### src/rtl/gmp_pkg.sv
package gmp_pkg;

	localparam int MAX_ROWS = 32;
	localparam int MAX_COLS = 32;
	localparam int ROW_W    = $clog2(MAX_ROWS);
	localparam int COL_W    = $clog2(MAX_COLS);
	localparam int DIM_W    = 6;
	localparam int COST_W   = 16;
	localparam int SUM_W    = 23;
	localparam int TOTAL_W  = 22;
	localparam int LEN_W    = 6;
	localparam int PATH_W   = MAX_ROWS + MAX_COLS - 2;
	localparam int CF_AW    = ROW_W + COL_W;
	localparam int DATA_W   = 24;

	// Configuration register indexes
	localparam logic REG_ROWS = 1'b0;
	localparam logic REG_COLS = 1'b1;

	// Result kinds carried in tuser
	localparam logic KIND_TOTAL = 1'b0;
	localparam logic KIND_MOVE  = 1'b1;

	// Move codes
	localparam logic MOVE_RIGHT = 1'b0;
	localparam logic MOVE_DOWN  = 1'b1;

	typedef logic signed [SUM_W-1:0] sum_t;

	typedef enum logic [4:0] {
		ST_RUN     = 5'b00001,
		ST_TOTAL   = 5'b00010,
		ST_TR_READ = 5'b00100,
		ST_TR_STEP = 5'b01000,
		ST_EMIT    = 5'b10000
	} state_t;

	// Turn a size register into the index of the last row or column in use
	function automatic logic [ROW_W-1:0] last_row(input logic [DIM_W-1:0] v);
		logic [ROW_W-1:0] r;
		if (v == '0)
			r = '0;
		else if (v > DIM_W'(MAX_ROWS))
			r = ROW_W'(MAX_ROWS - 1);
		else
			r = ROW_W'(v - DIM_W'(1));
		return r;
	endfunction

	function automatic logic [COL_W-1:0] last_col(input logic [DIM_W-1:0] v);
		logic [COL_W-1:0] r;
		if (v == '0)
			r = '0;
		else if (v > DIM_W'(MAX_COLS))
			r = COL_W'(MAX_COLS - 1);
		else
			r = COL_W'(v - DIM_W'(1));
		return r;
	endfunction

endpackage

### src/rtl/grid_max_path_with_traceback_top.sv
// Grid max path sum with traceback.
// Throughput: one cell per cycle within a grid; each cell is summed in the cycle after acceptance
// from the row-sum read issued at acceptance, forwarded in one-column grids. After the last cell
// the input stalls until the last result of the run is loaded into the output register.
// The total is held in total_q and loaded out in the TOTAL state; each move is a direction read,
// then decide; moves drain at one per cycle while m_tready is high. Reset: 1x1 grid, top-left.
module grid_max_path_with_traceback_top (
	input  logic        clk,
	input  logic        arst_n,
	input  logic        cfg_we,
	input  logic        cfg_index,
	input  logic [5:0]  cfg_data,
	input  logic        s_tvalid,
	output logic        s_tready,
	input  logic [15:0] s_tdata,   // [15:0] cost
	output logic        m_tvalid,
	input  logic        m_tready,
	output logic [23:0] m_tdata,   // [21:0] total, [22] move, [23] zero
	output logic        m_tuser,   // [0] kind
	output logic        m_tlast
);

	// Configuration and position
	logic [gmp_pkg::DIM_W-1:0] rows_q, cols_q;
	logic [gmp_pkg::ROW_W-1:0] rmax, row_pos_q;
	logic [gmp_pkg::COL_W-1:0] cmax, col_pos_q;
	logic [gmp_pkg::LEN_W-1:0] len;

	// Cell pipeline stage
	logic                       s1_valid;
	logic [gmp_pkg::ROW_W-1:0]  s1_row;
	logic [gmp_pkg::COL_W-1:0]  s1_col;
	logic                       s1_last;
	logic signed [gmp_pkg::COST_W-1:0] s1_cost;
	logic                       fwd_s1;
	gmp_pkg::sum_t              fwd_val_s1, rd_row_s1;
	gmp_pkg::sum_t              left_q, total_q;

	// Memories
	gmp_pkg::sum_t row_best_mem [gmp_pkg::MAX_COLS];
	logic          came_from_mem [gmp_pkg::MAX_ROWS * gmp_pkg::MAX_COLS];
	logic          cf_rd_q;

	// Traceback and output
	gmp_pkg::state_t           state_q;
	logic [gmp_pkg::ROW_W-1:0] i_q;
	logic [gmp_pkg::COL_W-1:0] j_q;
	logic [gmp_pkg::LEN_W-1:0] k_q, e_q;
	logic [gmp_pkg::PATH_W-1:0] path_q;
	logic                      out_valid_q, out_kind_q, out_move_q, out_last_q;
	logic [gmp_pkg::TOTAL_W-1:0] out_total_q;

	logic          accept, out_free, dir, step_d;
	gmp_pkg::sum_t cost_x, above, best;

	assign rmax     = gmp_pkg::last_row(rows_q);
	assign cmax     = gmp_pkg::last_col(cols_q);
	assign len      = gmp_pkg::LEN_W'(rmax) + gmp_pkg::LEN_W'(cmax);
	assign s_tready = (state_q == gmp_pkg::ST_RUN) && !(s1_valid && s1_last);
	assign accept   = s_tvalid && s_tready;
	assign out_free = !out_valid_q || m_tready;

	// Sum the cell: better of above and left (edges take the only one), down wins a tie
	assign cost_x = {{(gmp_pkg::SUM_W - gmp_pkg::COST_W){s1_cost[gmp_pkg::COST_W-1]}}, s1_cost};
	assign above  = fwd_s1 ? fwd_val_s1 : rd_row_s1;

	always_comb begin
		priority if (s1_row == '0 && s1_col == '0) begin
			best = cost_x;
			dir  = gmp_pkg::MOVE_RIGHT;
		end else if (s1_row == '0) begin
			best = left_q + cost_x;
			dir  = gmp_pkg::MOVE_RIGHT;
		end else if (s1_col == '0 || above >= left_q) begin
			best = above + cost_x;
			dir  = gmp_pkg::MOVE_DOWN;
		end else begin
			best = left_q + cost_x;
			dir  = gmp_pkg::MOVE_RIGHT;
		end
	end

	// Traceback decision; edges of the grid force the move
	always_comb begin
		priority if (i_q == '0)
			step_d = gmp_pkg::MOVE_RIGHT;
		else if (j_q == '0)
			step_d = gmp_pkg::MOVE_DOWN;
		else
			step_d = cf_rd_q;
	end

	// Row sum memory: read at acceptance, write back from the stage
	always_ff @(posedge clk) begin
		if (accept)
			rd_row_s1 <= row_best_mem[col_pos_q];
		if (s1_valid)
			row_best_mem[s1_col] <= best;
	end

	// Direction memory: write per cell, read for traceback
	always_ff @(posedge clk) begin
		cf_rd_q <= came_from_mem[{i_q, j_q}];
		if (s1_valid)
			came_from_mem[{s1_row, s1_col}] <= dir;
	end

	// Stage payload and forwarding
	always_ff @(posedge clk) begin
		if (accept) begin
			s1_row     <= row_pos_q;
			s1_col     <= col_pos_q;
			s1_last    <= (row_pos_q == rmax) && (col_pos_q == cmax);
			s1_cost    <= s_tdata;
			fwd_s1     <= s1_valid && (s1_col == col_pos_q);
			fwd_val_s1 <= best;
		end
		if (s1_valid)
			total_q <= best;
	end

	// Control: configuration, positions, traceback sequencer, output register
	always_ff @(posedge clk or negedge arst_n) begin
		if (!arst_n) begin
			rows_q      <= gmp_pkg::DIM_W'(1);
			cols_q      <= gmp_pkg::DIM_W'(1);
			row_pos_q   <= '0;
			col_pos_q   <= '0;
			left_q      <= '0;
			s1_valid    <= 1'b0;
			state_q     <= gmp_pkg::ST_RUN;
			i_q         <= '0;
			j_q         <= '0;
			k_q         <= '0;
			e_q         <= '0;
			path_q      <= '0;
			out_valid_q <= 1'b0;
			out_kind_q  <= 1'b0;
			out_total_q <= '0;
			out_move_q  <= 1'b0;
			out_last_q  <= 1'b0;
		end else begin
			s1_valid <= accept;

			// Restart the run on a register write, else advance on each accepted cell
			if (cfg_we) begin
				unique case (cfg_index)
					gmp_pkg::REG_ROWS: rows_q <= cfg_data;
					gmp_pkg::REG_COLS: cols_q <= cfg_data;
					default: ;
				endcase
				row_pos_q <= '0;
				col_pos_q <= '0;
				left_q    <= '0;
			end else begin
				if (s1_valid)
					left_q <= best;
				if (accept) begin
					if (col_pos_q == cmax) begin
						col_pos_q <= '0;
						row_pos_q <= (row_pos_q == rmax) ? '0
							: row_pos_q + gmp_pkg::ROW_W'(1);
					end else begin
						col_pos_q <= col_pos_q + gmp_pkg::COL_W'(1);
					end
				end
			end

			// Load the output register, or drop it once taken
			if ((state_q == gmp_pkg::ST_TOTAL || state_q == gmp_pkg::ST_EMIT) && out_free)
				out_valid_q <= 1'b1;
			else if (m_tready)
				out_valid_q <= 1'b0;

			unique case (state_q)
				gmp_pkg::ST_RUN: begin
					if (s1_valid && s1_last)
						state_q <= gmp_pkg::ST_TOTAL;
				end
				gmp_pkg::ST_TOTAL: begin
					if (out_free) begin
						out_kind_q  <= gmp_pkg::KIND_TOTAL;
						out_total_q <= total_q[gmp_pkg::TOTAL_W-1:0];
						out_move_q  <= 1'b0;
						out_last_q  <= (len == '0);
						i_q         <= rmax;
						j_q         <= cmax;
						k_q         <= len;
						state_q     <= (len == '0) ? gmp_pkg::ST_RUN : gmp_pkg::ST_TR_READ;
					end
				end
				gmp_pkg::ST_TR_READ: begin
					state_q <= gmp_pkg::ST_TR_STEP;
				end
				gmp_pkg::ST_TR_STEP: begin
					path_q[k_q - gmp_pkg::LEN_W'(1)] <= step_d;
					if (step_d == gmp_pkg::MOVE_DOWN)
						i_q <= i_q - gmp_pkg::ROW_W'(1);
					else
						j_q <= j_q - gmp_pkg::COL_W'(1);
					k_q <= k_q - gmp_pkg::LEN_W'(1);
					e_q <= '0;
					state_q <= (k_q == gmp_pkg::LEN_W'(1)) ? gmp_pkg::ST_EMIT
						: gmp_pkg::ST_TR_READ;
				end
				gmp_pkg::ST_EMIT: begin
					if (out_free) begin
						out_kind_q  <= gmp_pkg::KIND_MOVE;
						out_total_q <= '0;
						out_move_q  <= path_q[e_q];
						out_last_q  <= (e_q == len - gmp_pkg::LEN_W'(1));
						e_q         <= e_q + gmp_pkg::LEN_W'(1);
						if (e_q == len - gmp_pkg::LEN_W'(1))
							state_q <= gmp_pkg::ST_RUN;
					end
				end
				default: state_q <= gmp_pkg::ST_RUN;
			endcase
		end
	end

	assign m_tvalid = out_valid_q;
	assign m_tdata  = {1'b0, out_move_q, out_total_q};
	assign m_tuser  = out_kind_q;
	assign m_tlast  = out_last_q;

	// Forwarding only occurs when consecutive cells share a column
	a_fwd_one_col: assert property (@(posedge clk) disable iff (!arst_n)
		(s1_valid && fwd_s1) |-> (cmax == '0))
		else $error("row sum forwarding outside a one-column grid");

	// Remaining moves equal the distance back to the start at every traceback step
	a_trace_len: assert property (@(posedge clk) disable iff (!arst_n)
		(state_q == gmp_pkg::ST_TR_STEP) |->
		(gmp_pkg::LEN_W'(i_q) + gmp_pkg::LEN_W'(j_q) == k_q))
		else $error("traceback position and move count disagree");

	// The total goes out before any move
	a_total_first: assert property (@(posedge clk) disable iff (!arst_n)
		(state_q == gmp_pkg::ST_TOTAL && out_free) |=>
		(m_tvalid && m_tuser == gmp_pkg::KIND_TOTAL))
		else $error("total result not loaded");

	// No cell is taken while a run finishes
	a_no_accept_trace: assert property (@(posedge clk) disable iff (!arst_n)
		(state_q != gmp_pkg::ST_RUN) |-> !accept)
		else $error("cell accepted during traceback");

endmodule
### config.mk
export PLATFORM = sky130hd
export DESIGN_NAME = grid_max_path_with_traceback_top
export DESIGN_NICKNAME = d
export VERILOG_FILES = /design/src/rtl/gmp_pkg.sv /design/src/rtl/grid_max_path_with_traceback_top.sv
export SDC_FILE = /design/constraint.sdc
export NUM_CORES = 2
export LEC_CHECK = 0
export BUFFER_PORTS_ARGS = -buffer_cell sky130_fd_sc_hd__buf_2
export CORE_MARGIN = 2
export CORE_UTILIZATION = 40
export DETAILED_ROUTE_END_ITERATION = 12
export MAX_ROUTING_LAYER = met4
export REMOVE_ABC_BUFFERS = 1
export SLEW_MARGIN = 20
export SYNTH_ARGS = -nofsm -noshare
export SYNTH_HDL_FRONTEND = slang
export SYNTH_SLANG_ARGS = --single-unit
### constraint.sdc
create_clock -name clk -period 25.4 [get_ports clk]
set_input_delay 3.81 -clock clk [delete_from_list [all_inputs] [get_ports clk]]
set_output_delay 3.81 -clock clk [all_outputs]
set_load 0.1 [all_outputs]
Word level (Yosys, flattened, before mapping)
Memories as Yosys holds them, arrays and structs flattened. A register that Yosys moved wholly into a read port is not among the register bits.
Cells that the tools add are included.
Widths: inputs -> output; s select.
{ "totals": {"reg_bits": 234, "latch_bits": 0, "ram_bits": 1760, "mem_bits_ro": 0, "input_bits": 28, "wordCells": 156, "memories": 2} }
{ "memory_table": {"columns": ["memory", "words", "word_bits", "read_ports", "rd_clocked_by_memory_dff", "wr", "line", "rtl"], "rows": [
  ["came_from_mem", 1024, 1, 1, 1, 1, "grid_max_path_with_traceback_top.sv:41", "logic came_from_mem [gmp_pkg::MAX_ROWS * gmp_pkg::MAX_COLS];"],
  ["row_best_mem", 32, 23, 1, 1, 1, "grid_max_path_with_traceback_top.sv:40", "gmp_pkg::sum_t row_best_mem [gmp_pkg::MAX_COLS];"]
]} }
{ "op_classes": {"n_addsub": 12, "n_mul": 0, "n_div": 0, "order_cmp": 6, "eq_ne": 16, "shift": 0, "n_mux": 59, "n_bitwise": 1, "reduce_logical": 36} }
{ "ops": {"columns": ["operator", "n"], "rows": [
  ["$mux 23", 6],
  ["$mux 5", 20],
  ["$bwmux 62", 1],
  ["$add 23x16->23", 2],
  ["$mux 22", 2],
  ["$pmux 22 s2", 1],
  ["$pmux 5 s5", 1],
  ["$pmux 6 s2", 2],
  ["$ge 23x23->1", 1],
  ["$logic_not 5->1", 4],
  ["$pmux 5 s2", 2],
  ["$sub 5x1->5 const B", 4],
  ["$logic_not 6->1", 3],
  ["$mux 1", 16],
  ["$eq 5x5->1", 3],
  ["$lt 6x7->1 const B", 2],
  ["$reduce_bool 2->1", 7],
  ["$gt 6x6->1 const B", 2],
  ["$mux 6", 2],
  ["$sub 6x1->6 const B", 2],
  ["$add 5x1->5 const B", 2],
  ["$reduce_and 2->1", 5],
  ["$reduce_and 3->1", 3],
  ["$logic_and 1x1->1", 8],
  ["other kinds (20)", 29]
]} }

Logic depth before layout (Yosys ltp)
{ "logic_depth": {"ltp_word": 9, "mapped_depth": 17, "mapped_depth_nobuf": 17} }

Worst setup path before layout
Ideal clock, no wire load.
{ "synth_timing": {"path_type": "reg-to-reg", "startpoint": "register fwd_s1", "endpoint": "memory came_from_mem[0], data pin", "t_arrival_ns": 13.922, "required_ns": 22.903, "setup_slack_ns": 8.981, "stages_incl_launch_ff": 14, "n_path_buf": 4, "period_less_slack_ns": 16.419, "cell_sequence": "edfxtp_1 clkbuf_1 buf_1 mux2_2 ha_1 nor2b_1 o21ai_0 a21oi_1 o311a_1 o21a_1 a211o_1 buf_6 buf_2 inv_1"} }
{ "synth_via": {"elab_chain_len": 6} }
{ "synth_lines": {"columns": ["item", "line", "rtl"], "rows": [
  ["start: declaration", "grid_max_path_with_traceback_top.sv:35", "logic fwd_s1;"],
  ["start signal: assignment", "grid_max_path_with_traceback_top.sv:115", "fwd_s1 <= s1_valid && (s1_col == col_pos_q);"],
  ["$mux 23", "grid_max_path_with_traceback_top.sv:65", "assign above = fwd_s1 ? fwd_val_s1 : rd_row_s1;"],
  ["$ge 23x23->1", "grid_max_path_with_traceback_top.sv:74", "end else if (s1_col == '0 || above >= left_q) begin"],
  ["$logic_or 1x1->1", "grid_max_path_with_traceback_top.sv:74", null],
  ["$mux 1", "grid_max_path_with_traceback_top.sv:74", null],
  ["$mux 1", "grid_max_path_with_traceback_top.sv:71", "end else if (s1_row == '0) begin"],
  ["$mux 1", "grid_max_path_with_traceback_top.sv:68", "priority if (s1_row == '0 && s1_col == '0) begin"],
  ["named net dir", "grid_max_path_with_traceback_top.sv:53", "logic accept, out_free, dir, step_d;"],
  ["end: declaration", "grid_max_path_with_traceback_top.sv:41", null]
]} }
The timed path passes the listed nets, and every way through them passes these cells.

Final worst setup path
{ "layout_timing": {"startpoint": "register state_q[2]", "endpoint": "output port s_tready"} }
{ "layout_via": {"elab_chain_len": 2} }
{ "layout_lines": {"columns": ["item", "line", "rtl"], "rows": [
  ["start: declaration", "grid_max_path_with_traceback_top.sv:45", "gmp_pkg::state_t state_q;"],
  ["start signal: assignment", "grid_max_path_with_traceback_top.sv:131", "state_q <= gmp_pkg::ST_RUN;"],
  ["start signal: assignment", "grid_max_path_with_traceback_top.sv:178", "state_q <= gmp_pkg::ST_TOTAL;"],
  ["start signal: assignment", "grid_max_path_with_traceback_top.sv:189", "state_q <= (len == '0) ? gmp_pkg::ST_RUN : gmp_pkg::ST_TR_READ;"],
  ["$eq 5x1->1", "grid_max_path_with_traceback_top.sv:59", "assign s_tready = (state_q == gmp_pkg::ST_RUN) && !(s1_valid && s1_last);"],
  ["$logic_and 1x1->1", "grid_max_path_with_traceback_top.sv:59", null],
  ["end: declaration", "grid_max_path_with_traceback_top.sv:14", "output logic s_tready,"]
]} }
No other way between the ends.

==> impl_metrics.ini <==
[global_route]
grt_pass1_wl_um = 339000
grt_max_degree = 297
grt_pass1_vias = 49100
antenna_found_initial = 7
grt_usage = 0.215
gr-total-overflow = 0

[cts]
cts_max_level = 4
ctsResizeCount = 0
path_clk_slew_ns = 0.06
clock_latency_ns = 0.83
cts_hold_buf = 0
clk_path_buf_depth = 3
post_cts_buffers = 0
cts-buffers-inserted = 201
cts_tree = yes
cts_root_buffer = clkbuf_16
cts_num_sinks = 2018

[synth]
ys_ff_latch = 2018
synth_cell_types = 81
synth.top_cell.area_share = 0.640
synthArstFlopShare = 0.0798
synth_top_area_cell = edfxtp_1
synth_edf_count = 1856
netlist_area_mm2 = 0.0870
syn_inst = 5482
synthTopCellsByArea = edfxtp_1 64%, mux4_2 13%, nor2_1 5.0%
seq_area_frac_synth = 0.687
ys_warn_count = 0
avgSynthCellArea_um2 = 15.9
synthFlopType = edfxtp_1

[timing]
rsz0062_at_grt = no
finalSetupViolCount = 0
fmax_mhz = 160
final_hold_viol_count = 0
clock_skew_ns = 0.0465
maxSlewViolCount = 0
setup_tns_ns = 0
layout_min_cycle_time_ns = 6.26
fin_ws_ns = 19.14
finalCritPeriodShare = 0.246
tightest_slew_ns = 1.17
slew_headroom = 0.216
hold_ws_ns = 0.473

[hold_path]
hp-class = reg -> reg
hp-start = out_total_q[1]$_DFFE_PN0P_
worst_hold_path.endpoint = out_total_q[1]$_DFFE_PN0P_
holdPathStages = 2

[route]
wl_per_cell_um = 27.5
dr.pass1.iters = 5
vias = 49300
vias_per_cell = 5.79
wl_um = 234000
drtIter0Drc = 6173
ant_nets = 0
drc = 0

[layout]
fill_cells = 18800
nNetsFinal = 5603
fin_cells = 8511
syn_to_final_growth_pct = 11.4
drive_gt1_frac = 0.215
final_util = 0.447
final_cell_area_mm2 = 0.0969
ff_latch_area_mm2 = 0.0598
multi_input_area_mm2 = 0.0253

[status]
outcome = finished clean

[floorplan]
ios = 56
num_rows = 171
coreArea_mm2 = 0.217
dieArea_mm2 = 0.221
die_width_um = 470
die_h_um = 470
initial_core_util = 0.402

[pwr]
combinationalPowerShare = 0.345
netSwitchingFraction = 0.359
clockPowerShare = 0.226
ir_worst_vdd_mv = 0.308
p_switching_mw = 4.61
p_total_mw = 12.9
seqPwrFrac = 0.429
leakagePower_nw = 30.9
p_int_mw = 8.25
p_per_area_mw_per_mm2 = 133

[setup_path]
worstPathArrival_ns = 2.45
worst_r2r_path_depth = 13
rr_startpoint = j_q[0]$_DFFE_PN0P_
crit_path_start_kind = register
r2r-end = cf_rd_q$_DFF_P_
crit_path_end_kind = primary output
cp.required_ns = 21.59
worstSetupPathType = reg -> out
critPathMaxFanout = 5
rrSetupSlack_ns = 19.74

[place]
place_area_mm2 = 0.0904
dp.cells = 8134
pre_cts_ws_ns = 19.62
gp_congestion = 0.853
dpl.hpwl_um = 126000
port_buffers = 54

[flow_run]
drv_cap = 0
## power groups by stage
stage | sequential (mW) | clock, mW | combinational [mW]
final | 5.52 | 2.90 | 4.44
after global placement | 5.58 | 0 | 4.31
after CTS | 5.52 | 2.95 | 4.43
after global routing | 5.53 | 3.08 | 4.79
after detailed placement | 5.59 | 0 | 4.41
after floorplan | 6.31 | 0 | 2.63
## kinds of logic after synthesis
family | synth area share
AOI/OAI and AO/OA | 0.0340
other | 0.0000431
adders and majority gates | 0.0134
xor gates and xnor gates | 0.00755
DFF | 0.687
muxes | 0.158
buffers and inverters | 0.0255
and+or+nand+nor | 0.0746
## cell usage after synthesis (34+ instances only)
cell and n:
mux2_2 120, edfxtp_1 1856, xor2_1 34, buf_2 49, ha_1 87, mux2i_1 105, nor3_1 46, xnor2_1 41
clkbuf_1 232, mux4_2 499, o221ai_1 34, a21oi_1 127, nor2_1 1168, a21o_1 35, nand2_1 264, dfrtp_1 158
inv_1 92, o21ai_0 96, buf_1 83
## routing by layer
metal	vias to the layer above	wire, um	GRT usage
li1	20800	-	-
met2	1904	111000	0.331
met5	-	0	-
met4	0	6690	0.0644
met1	26100	99100	0.296
met3	387	17500	0.0330
## registers in the layout, indices dropped and copies added, names as in the netlist, 16 cells and up
| signal | count |
|---|---|
| left_q | 23 |
| out_total_q | 22 |
| row_best_mem | 736 |
| fwd_val_s1 | 23 |
| rd_row_s1 | 23 |
| path_q | 62 |
| s1_cost | 16 |
| total_q | 22 |
| came_from_mem | 1024 |
## area by class of cell
type,count,area share
multi-input cells,2967,0.261
clock buffers,255,0.0547
well taps,2854,0.0368
repair buffers,203,0.0153
flip-flops and latches,2018,0.617
diodes,2,0.0000516
clock inverters,118,0.0111
inverters,94,0.00381
## worst max-delay path by stage
stage | slack (ns) | cells after the start | start | endpoint
floorplan | 8.99 | 9 | fwd_s1$_DFFE_PP_ | came_from_mem[0]$_DFFE_PP_
global placement | 19.68 | 13 | j_q[0]$_DFFE_PN0P_ | cf_rd_q$_DFF_P_
detailed placement | 19.62 | 12 | fwd_s1$_DFFE_PP_ | came_from_mem[966]$_DFFE_PP_
CTS | 19.08 | 5 | state_q[3]$_DFFE_PN0P_ | s_tready
global route | 18.99 | 5 | state_q[3]$_DFFE_PN0P_ | s_tready
finish | 19.14 | 5 | state_q[2]$_DFFE_PN0P_ | s_tready
## critical path, stage by stage (launching register included)
cell and delay (ns):
dfrtp_1 0.42, nor3_1 0.29, nand3b_1 0.19, a21o_1 0.22, inv_1 0.07, buf_2 0.42
## cells in the final DEF (no fill, tap or decap), drive strengths merged, types with 41 or more instances in the layout
| master | synthesis | routed |
|---|---|---|
| a21oi | 128 | 128 |
| buf | 171 | 203 |
| clkbuf | 232 | 255 |
| clkinv | 1 | 98 |
| dfrtp | 158 | 158 |
| edfxtp | 1856 | 1856 |
| ha | 87 | 87 |
| inv | 93 | 97 |
| mux2 | 120 | 120 |
| mux2i | 105 | 105 |
| mux4 | 503 | 503 |
| nand2 | 265 | 265 |
| nor2 | 1168 | 1168 |
| nor3 | 49 | 49 |
| o21ai | 98 | 98 |
| xnor2 | 41 | 41 |
Note: power is estimated with default switching activity, not from simulation.
